File: config.mk
export PLATFORM = sky130hd
export DESIGN_NAME = utf8_to_code_point_decoder
export DESIGN_NICKNAME = d
export VERILOG_FILES = /design/src/sv/u8dec_pkg.sv /design/src/sv/utf8_to_code_point_decoder.sv
export SDC_FILE = /design/constraint.sdc
export NUM_CORES = 1
export LEC_CHECK = 0
export ABC_AREA = 1
export BUFFER_PORTS_ARGS = -buffer_cell sky130_fd_sc_hd__clkbuf_2
export CAP_MARGIN = 15
export CORE_UTILIZATION = 46
export CTS_CLUSTER_DIAMETER = 40
export DETAILED_ROUTE_END_ITERATION = 8
export GPL_ROUTABILITY_DRIVEN = 0
export PLACE_DENSITY_LB_ADDON = 0.25
export SETUP_SLACK_MARGIN = 0.4
export SLEW_MARGIN = 20
export SYNTH_ARGS = -nofsm -noshare
export SYNTH_HDL_FRONTEND = slang
export SYNTH_SLANG_ARGS = --single-unit
File: constraint.sdc
create_clock -name clk -period 18.04 [get_ports clk]
set_clock_uncertainty 0.05 [all_clocks]
set_input_delay 0 -clock clk [delete_from_list [all_inputs] [get_ports clk]]
set_output_delay 0 -clock clk [all_outputs]
set_load 0.02 [all_outputs]
File: src/sv/u8dec_pkg.sv
// ---------------------------------------------------------------------------
// u8dec_pkg
// Beat types and decode helpers shared by the UTF-8 decoder.
// ---------------------------------------------------------------------------
package u8dec_pkg;

    localparam logic [20:0] REPLACEMENT = 21'h00FFFD;
    localparam int unsigned MaxHeld     = 3;
    localparam int unsigned MaxResults  = 3;

    typedef struct packed {
        logic [7:0] in_byte;
        logic       end_of_text;
    } in_beat_t;

    typedef struct packed {
        logic [20:0] code_point;
        logic        last_of_text;
    } out_beat_t;

    // sequence length from the lead byte, zero for a bad lead
    function automatic logic [2:0] lead_len(input logic [7:0] b);
        logic [2:0] len;
        len = 3'd0;
        if (b[7] == 1'b0)
        begin
            len = 3'd1;
        end
        else if ((b & 8'hE0) == 8'hC0)
        begin
            len = 3'd2;
        end
        else if ((b & 8'hF0) == 8'hE0)
        begin
            len = 3'd3;
        end
        else if ((b & 8'hF8) == 8'hF0)
        begin
            len = 3'd4;
        end
        return len;
    endfunction

    function automatic logic [20:0] decode_seq(
        input logic [7:0] b0,
        input logic [7:0] b1,
        input logic [7:0] b2,
        input logic [7:0] b3,
        input logic [2:0] len
    );
        logic [20:0] cp;
        case (len)
            3'd1:    cp = {13'd0, b0};
            3'd2:    cp = {10'd0, b0[4:0], b1[5:0]};
            3'd3:    cp = {5'd0, b0[3:0], b1[5:0], b2[5:0]};
            3'd4:    cp = {b0[2:0], b1[5:0], b2[5:0], b3[5:0]};
            default: cp = REPLACEMENT;
        endcase
        return cp;
    endfunction

endpackage

File: src/sv/utf8_to_code_point_decoder.sv
// ---------------------------------------------------------------------------
// utf8_to_code_point_decoder
// Decodes a UTF-8 byte stream into code points, one byte beat at a time.
// ---------------------------------------------------------------------------
//  channel | handshake              | payload
//  --------+------------------------+---------------------------------------
//  in      | in_valid / in_ready    | in_data  (in_byte, end_of_text)
//  out     | out_valid / out_ready  | out_data (code_point, last_of_text)
//
//  one byte per cycle unless stalled; results come from a registered buffer
//  the final byte of a text gives up to three code points, one per cycle when
//  out_ready is high; the input register waits while the buffer drains them
//  reset clears the open sequence, the input register and the result buffer
//  a stalled output holds the result buffer and then the input register
// ---------------------------------------------------------------------------
module utf8_to_code_point_decoder
(
    input  logic                 clk,
    input  logic                 rst_n,
    input  logic                 in_valid,
    output logic                 in_ready,
    input  u8dec_pkg::in_beat_t  in_data,
    output logic                 out_valid,
    input  logic                 out_ready,
    output u8dec_pkg::out_beat_t out_data
);

    logic                 s1_valid_reg;
    u8dec_pkg::in_beat_t  s1_data_reg;

    logic [7:0]           held_reg [u8dec_pkg::MaxHeld];
    logic [1:0]           held_count_reg;
    logic [1:0]           held_count_next;
    logic [2:0]           seq_len_reg;
    logic [2:0]           seq_len_next;
    logic                 held_wr_en;
    logic [1:0]           held_wr_idx;

    u8dec_pkg::out_beat_t res_reg  [u8dec_pkg::MaxResults];
    u8dec_pkg::out_beat_t res_next [u8dec_pkg::MaxResults];
    logic [1:0]           res_cnt_reg;
    logic [1:0]           res_cnt_next;

    u8dec_pkg::out_beat_t gen      [u8dec_pkg::MaxResults];
    logic [1:0]           gen_cnt;

    logic                 out_take;
    logic                 s1_adv;
    logic                 in_take;

    assign out_valid = (res_cnt_reg != 2'd0);
    assign out_data  = res_reg[0];
    assign out_take  = out_valid & out_ready;
    assign s1_adv    = s1_valid_reg &
                       ((res_cnt_reg == 2'd0) || ((res_cnt_reg == 2'd1) && out_take));
    assign in_ready  = !s1_valid_reg || s1_adv;
    assign in_take   = in_valid & in_ready;

    // decode of the registered beat against the open sequence
    always_comb
    begin : decode_blk
        logic [7:0]  buf_b [4];
        logic [7:0]  b;
        logic [2:0]  h;
        logic [2:0]  n;
        logic [2:0]  pos;
        logic [2:0]  ln;
        logic [2:0]  p1;
        logic [2:0]  p2;
        logic [2:0]  p3;
        logic [1:0]  cnt;
        logic        full;
        logic [20:0] cp;

        b    = s1_data_reg.in_byte;
        h    = {1'b0, held_count_reg};
        n    = h + 3'd1;
        pos  = 3'd0;
        cnt  = 2'd0;
        full = 1'b0;
        cp   = u8dec_pkg::REPLACEMENT;
        ln   = 3'd0;
        p1   = 3'd0;
        p2   = 3'd0;
        p3   = 3'd0;

        for (int k = 0; k < 3; k++)
        begin
            if (k < h)
            begin
                buf_b[k] = held_reg[k];
            end
            else if (k == h)
            begin
                buf_b[k] = b;
            end
            else
            begin
                buf_b[k] = 8'd0;
            end
        end
        buf_b[3] = (h == 3'd3) ? b : 8'd0;

        for (int k = 0; k < u8dec_pkg::MaxResults; k++)
        begin
            gen[k] = '{code_point: u8dec_pkg::REPLACEMENT, last_of_text: 1'b0};
        end
        gen_cnt         = 2'd0;
        held_count_next = held_count_reg;
        seq_len_next    = seq_len_reg;
        held_wr_en      = 1'b0;
        held_wr_idx     = held_count_reg;

        if (s1_data_reg.end_of_text)
        begin
            // held bytes plus this one are the whole rest of the text
            for (int k = 0; k < 4; k++)
            begin
                if ((pos < n) && !full)
                begin
                    ln = u8dec_pkg::lead_len(buf_b[pos[1:0]]);
                    p1 = pos + 3'd1;
                    p2 = pos + 3'd2;
                    p3 = pos + 3'd3;
                    if ((ln != 3'd0) && ((pos + ln) <= n))
                    begin
                        cp  = u8dec_pkg::decode_seq(buf_b[pos[1:0]], buf_b[p1[1:0]],
                                                    buf_b[p2[1:0]], buf_b[p3[1:0]], ln);
                        pos = pos + ln;
                    end
                    else
                    begin
                        cp  = u8dec_pkg::REPLACEMENT;
                        pos = pos + 3'd1;
                    end
                    gen[cnt].code_point = cp;
                    if (cnt == 2'd2)
                    begin
                        full = 1'b1;
                    end
                    else
                    begin
                        cnt = cnt + 2'd1;
                    end
                end
            end
            gen_cnt = full ? 2'd3 : cnt;
            gen[gen_cnt - 2'd1].last_of_text = 1'b1;
            held_count_next = 2'd0;
            seq_len_next    = 3'd0;
        end
        else if (seq_len_reg == 3'd0)
        begin
            ln = u8dec_pkg::lead_len(b);
            if (ln == 3'd1)
            begin
                gen[0].code_point = {13'd0, b};
                gen_cnt = 2'd1;
            end
            else if (ln == 3'd0)
            begin
                gen_cnt = 2'd1;
            end
            else
            begin
                held_wr_en      = 1'b1;
                held_wr_idx     = 2'd0;
                held_count_next = 2'd1;
                seq_len_next    = ln;
            end
        end
        else if (n == seq_len_reg)
        begin
            gen[0].code_point = u8dec_pkg::decode_seq(buf_b[0], buf_b[1], buf_b[2],
                                                      buf_b[3], seq_len_reg);
            gen_cnt         = 2'd1;
            held_count_next = 2'd0;
            seq_len_next    = 3'd0;
        end
        else
        begin
            held_wr_en      = 1'b1;
            held_wr_idx     = held_count_reg;
            held_count_next = n[1:0];
        end
    end

    always_comb
    begin
        res_cnt_next = res_cnt_reg;
        for (int k = 0; k < u8dec_pkg::MaxResults; k++)
        begin
            res_next[k] = res_reg[k];
        end
        if (s1_adv)
        begin
            res_cnt_next = gen_cnt;
            for (int k = 0; k < u8dec_pkg::MaxResults; k++)
            begin
                res_next[k] = gen[k];
            end
        end
        else if (out_take)
        begin
            res_cnt_next = res_cnt_reg - 2'd1;
            res_next[0]  = res_reg[1];
            res_next[1]  = res_reg[2];
        end
    end

    always_ff @(posedge clk or negedge rst_n)
    begin
        if (!rst_n)
        begin
            s1_valid_reg   <= 1'b0;
            held_count_reg <= 2'd0;
            seq_len_reg    <= 3'd0;
            res_cnt_reg    <= 2'd0;
        end
        else
        begin
            if (in_ready)
            begin
                s1_valid_reg <= in_valid;
            end
            if (s1_adv)
            begin
                held_count_reg <= held_count_next;
                seq_len_reg    <= seq_len_next;
            end
            res_cnt_reg <= res_cnt_next;
        end
    end

    always_ff @(posedge clk)
    begin
        if (in_take)
        begin
            s1_data_reg <= in_data;
        end
        if (s1_adv && held_wr_en)
        begin
            held_reg[held_wr_idx] <= s1_data_reg.in_byte;
        end
        for (int k = 0; k < u8dec_pkg::MaxResults; k++)
        begin
            res_reg[k] <= res_next[k];
        end
    end

`ifndef NO_ASSERTIONS
    // an open sequence always needs at least two bytes
    assert property (@(posedge clk) disable iff (!rst_n)
        seq_len_reg != 3'd1)
        else $error("single byte sequence left open");

    // held bytes stay short of the open sequence length
    assert property (@(posedge clk) disable iff (!rst_n)
        (seq_len_reg == 3'd0 && held_count_reg == 2'd0) ||
        (seq_len_reg != 3'd0 && {1'b0, held_count_reg} < seq_len_reg &&
         held_count_reg != 2'd0))
        else $error("held count out of step with sequence length");

    // the final byte closes the text and always gives a result
    assert property (@(posedge clk) disable iff (!rst_n)
        (s1_adv && s1_data_reg.end_of_text) |=>
        (seq_len_reg == 3'd0 && held_count_reg == 2'd0 && res_cnt_reg != 2'd0))
        else $error("end of text left state open or gave no result");

    // a marked last code point is the final one in the buffer
    assert property (@(posedge clk) disable iff (!rst_n)
        (out_valid && out_data.last_of_text) |-> (res_cnt_reg == 2'd1))
        else $error("last code point shown ahead of others");
`endif

endmodule

* Word-level counts from Yosys, hierarchy flattened *
Memory sizes are Yosys's and may differ from the RTL's.
Cells that the tools add are included.

word-level totals
  bits in registers = 17
  memory bits (writable) = 90
  bits of input ports = 13
  output and inout port bits = 24
  word-level logic and storage cells = 326
  memories = 2

memory list
  name      words  bits a word  rd ports  clocked after Yosys merged registers in  wr ports  RTL line                          RTL
  res_reg   3      22           3         0                                        3         utf8_to_code_point_decoder.sv:39  u8dec_pkg::out_beat_t res_reg [u8dec_pkg::MaxResults];
  held_reg  3      8            3         0                                        1         utf8_to_code_point_decoder.sv:31  logic [7:0] held_reg [u8dec_pkg::MaxHeld];

cells by class
  add/sub/neg operators = 18
  order comparisons = 31
  eq/ne operators = 46
  mux-type cells = 174
  bitwise logic cells = 19
  reduce and logical (&&, ||, !) cells = 30

operator list
  operator             count
  $pmux 21 s4          5
  $mux 66              6
  $mux 21              15
  $bwmux 66            4
  $bmux 8 s2           12
  $demux 22 s2         4
  $mux 3               44
  $mux 6               18
  $mux 8               13
  $mux 22              4
  $mux 44              2
  $ge 3x3->1 const B   16
  $mux 2               24
  $not 2->3            16
  $mux 45              1
  $eq 3x2->1 const B   10
  $eq 3x3->1 const B   10
  $eq 5x5->1 const B   5
  $mux 1               21
  $eq 4x4->1 const B   5
  $eq 3x1->1 const B   6
  $mux 16              1
  $reduce_bool 3->1    5
  $add 2x2->2 const B  6
  26 further kinds     65

* Logic depth before layout (Yosys ltp) *
  depth in word-level cells = 72
  gate-level depth with buffers = 87

* Worst setup path after synthesis *
No wires, ideal clock.

  path kind = reg-to-reg
  from = register held_count_reg[0]
  to = memory res_reg[0][57] (netlist name), data pin
  setup time = 0.264 ns
  arrival time = 11.405 ns
  required time = 17.726 ns
  slack = 6.321 ns
  stages on the path, launching flop included = 80
  path buffers = 4
  period minus slack after synthesis = 11.719 ns
  path through = dfrtp_1 inv_1 ha_1 buf_6 nand2_2 nand2_4 nand3_1 nor2_1 ha_1 a21oi_1 o21ai_0 nand2_1 nand4_2 nor2_4 inv_2 nand2_1 nand2_4 nor2_4 [44 not listed] nand2_1 nand2_1 ha_1 fa_1 xor2_1 xnor2_1 ha_1 nand2_1 nor2_1 a211oi_1 a31oi_1 inv_1 nand4_2 nand2_4 buf_6 nand2_1 o21ai_1 nand2_1

RTL lines
  what                    RTL line                           RTL
  start, declared         utf8_to_code_point_decoder.sv:32   logic [1:0] held_count_reg;
  start signal, assigned  utf8_to_code_point_decoder.sv:228  held_count_reg <= held_count_next;
  end, declared           utf8_to_code_point_decoder.sv:39

==> flow_summary_export.csv <==
group,metric,value,unit
cells_and_area,final_net_count,1757,
timing,finalMaxSlewViolations,0,
critical_path,cp.arrival,16.25,ns
timing,min_period,16.18,ns
yosys,syn_area,11650,sq um
cts,cts_setup_buffers,0,
timing,fmax,61.81,MHz
global_routing,grt_pass1_vias,11620,
die,rows,57,
cts,cts.sinks,107,
yosys,synth_compound_area_share,24.46,%
timing,maxSlewHeadroom,23.18,%
yosys,synth_xor_area_share,0.6767,%
critical_path,critPathSlowestCell,"ha_1",
die,dieArea,25960,sq um
cells_and_area,fill_cells,2504,
cts,clock_latency,0.38,ns
routing,first_pass_iters,9,
critical_path,r2r_slack,1.86,ns
die,ios,37,
yosys,synth_top_family_by_area,"simple AND/OR/NAND/NOR gates",
yosys,ys_top_cells_by_area,"edfxtp_1 (26%), nand2_1 (15%), o21ai_0 (7.2%)",
yosys,synth_fa_ha_area_share,4.490,%
yosys,syn-mean-instance-area,6.660,sq um
cells_and_area,multi_input_area,7209,sq um
critical_path,r2r_start,"held_count_reg[0]",
routing,routed_via_density,6.389,
critical_path,cpMostUsedCell,"nand2_1",
yosys,synth_top_area_share,25.52,%
timing,rsz0062_at_grt,"no",
critical_path,startpoint_type,"flop",
critical_path,worstSetupPathType,"reg2reg",
yosys,syn_nets,1802,
routing,drtIter0Drc,2216,
yosys,synth_common_cells,"nand2_1 (465), o21ai_0 (168), inv_1 (152)",
cts,htreeDepth,3,
timing,hold_viol,0,
critical_path,path_buf_inv,13,
global_routing,grt_pass1_wl,68410,um
yosys,async_flop_share,7.477,%
cts,clkTransAtPathRegs,0.08,ns
cells_and_area,register_area,3173,sq um
yosys,yosysMostFrequentCell,"nand2_1",
critical_path,crit_family,"simple AND/OR/NAND/NOR gates",
hold_path,hp-start,"in_data[7]",
cts,cts_made_buffers,9,
run_status,failed_checks,"DRC",
global_routing,grt_max_degree,67,
routing,vias,12990,
yosys,syn_inst,1749,
cts,root_buffer,"clkbuf_16",
yosys,ys_warn_count,0,
yosys,synth_ff_type,"edfxtp_1",
critical_path,critPathMaxStageDelay,0.66,ns
timing,setup_viol,0,
critical_path,endpoint_kind,"flop",
cells_and_area,area_growth,4.093,%
routing,routed_wl,45340,um
timing,finalCritPeriodShare,89.68,%
global_routing,grt_use_total,34.79,%
yosys,yosysSeqAreaShare,27.24,%
hold_path,hp-class,"in2reg",
yosys,yosysUniqueCellTypes,59,
timing,fin_setup_tns,0,ns
routing,post_drt_wl_per_cell,22.30,um
yosys,synth_seq_cells,107,
cells_and_area,largest_register_ffs,66,
critical_path,worstSetupStartpoint,"held_count_reg[0]",
die,initial_core_util,47.34,%
die,die_y,161.1,um
die,die_w,161.1,um
routing,drc,4,
placed_design,hpwl,33180,um
yosys,synth_edf_count,99,
yosys,yosys.area_share.simple,32.09,%
yosys,muxShareOfSynthArea,0,%
critical_path,worstPathRequired,18.11,ns
routing,antenna_left,0,
cells_and_area,diodes,0,
yosys,synth_area_leader_cell,"edfxtp_1",
run_status,status,"finished, violations left",
cts,cts_tree,"done",
timing,whs,0.2837,ns
critical_path,crit_fanout,54,
cells_and_area,layout-drive-gt1-share,9.362,%
placed_design,port_buffers,36,
global_routing,grt_overflow,0,
global_routing,antenna_found_initial,1,
flow_run,drv_cap,0,
timing,tightest_slew,1.144,ns
die,coreArea,24600,sq um
cts,cts_buffer_depth,2,
==> worst paths after layout <==
| kind | to | cells past startpoint |
|---|---|---|
| max in group asynchronous | held_count_reg[0] | 3 |
| min in group asynchronous | res_cnt_reg[1] | 3 |
| worst max register to register | res_reg[0][52] | 77 |
| worst min register to register | res_reg[0][39] | 2 |
| worst max-delay path | res_reg[0][52] | 77 |
| worst min-delay path | decode_blk.b[6] | 2 |
==> repair_timing <==
item                                    CTS  global route
hold buffers                             14             0
endpoints found under the setup margin    0            18
gates resized for setup                   0             1
endpoints found under the hold margin    19             0
==> cell usage in the layout (no fill, tap or decap), types with 4 or more instances in the layout <==
cell type and instances:
a211oi_1 12, a21oi_1 113, a221oi_1 18, a22o_1 4, a22oi_1 7, a31oi_1 15, buf_4 11, clkbuf_16 9
clkbuf_2 36, dfrtp_1 8, dlygate4sd3_1 14, edfxtp_1 99, ha_1 37, inv_1 151, inv_2 13, nand2_1 464
nand2_2 27, nand2_4 14, nand3_1 123, nand3_2 8, nand3_4 6, nor2_1 147, nor2_4 8, nor3_1 9
o2111ai_1 7, o211ai_1 17, o21a_1 12, o21ai_0 167, o21ai_1 31, o21ai_2 5, o221ai_1 8, o22ai_1 50
or2_1 5, xnor2_1 6
==> kinds of logic (layout without fill, tap and decap cells) <==
logic type | after synthesis | count (layout)
buffers and inverters | 284 | 244
AOI/OAI and AO/OA | 481 | 481
xor gates and xnor gates | 9 | 9
DFF | 107 | 107
and+or+nand+nor | 828 | 828
adders and majority gates | 40 | 40
==> metal layers <==
metal / share of wire, % / global-route usage (%) / up-vias
met5: 0.090 / 1.136 / -
met4: 7.7 / 22.56 / 4
met3: 15 / 12.28 / 255
met2: 40 / 49.80 / 980
met1: 37 / 44.10 / 5879
li1: - / - / 5871
==> final cells by class <==
class | count | area share, %
flip-flops and latches | 107 | 26.17
repair buffers | 61 | 3.323
clock buffers | 9 | 1.857
multi-input cells | 1358 | 59.46
inverters | 167 | 5.170
well taps | 324 | 3.343
clock inverters | 7 | 0.6810
==> through the flow <==
step / cells / util, % / instance area (sq um) / worst slack (ns)
after global routing: 2033 / 49.28 / 12130 / 0.7195
after floorplan: 1749 / - / 11650 / 6.321
after CTS: 2033 / 49.23 / 12110 / 1.662
after detailed placement: 2003 / 47.41 / 11660 / 1.710
after global placement: 2003 / 47.41 / 11660 / 2.314
final: 2033 / 49.28 / 12130 / 1.862
Power is not shown: default switching activity piles up to over one toggle a cycle in this logic, so the estimate is an artifact.
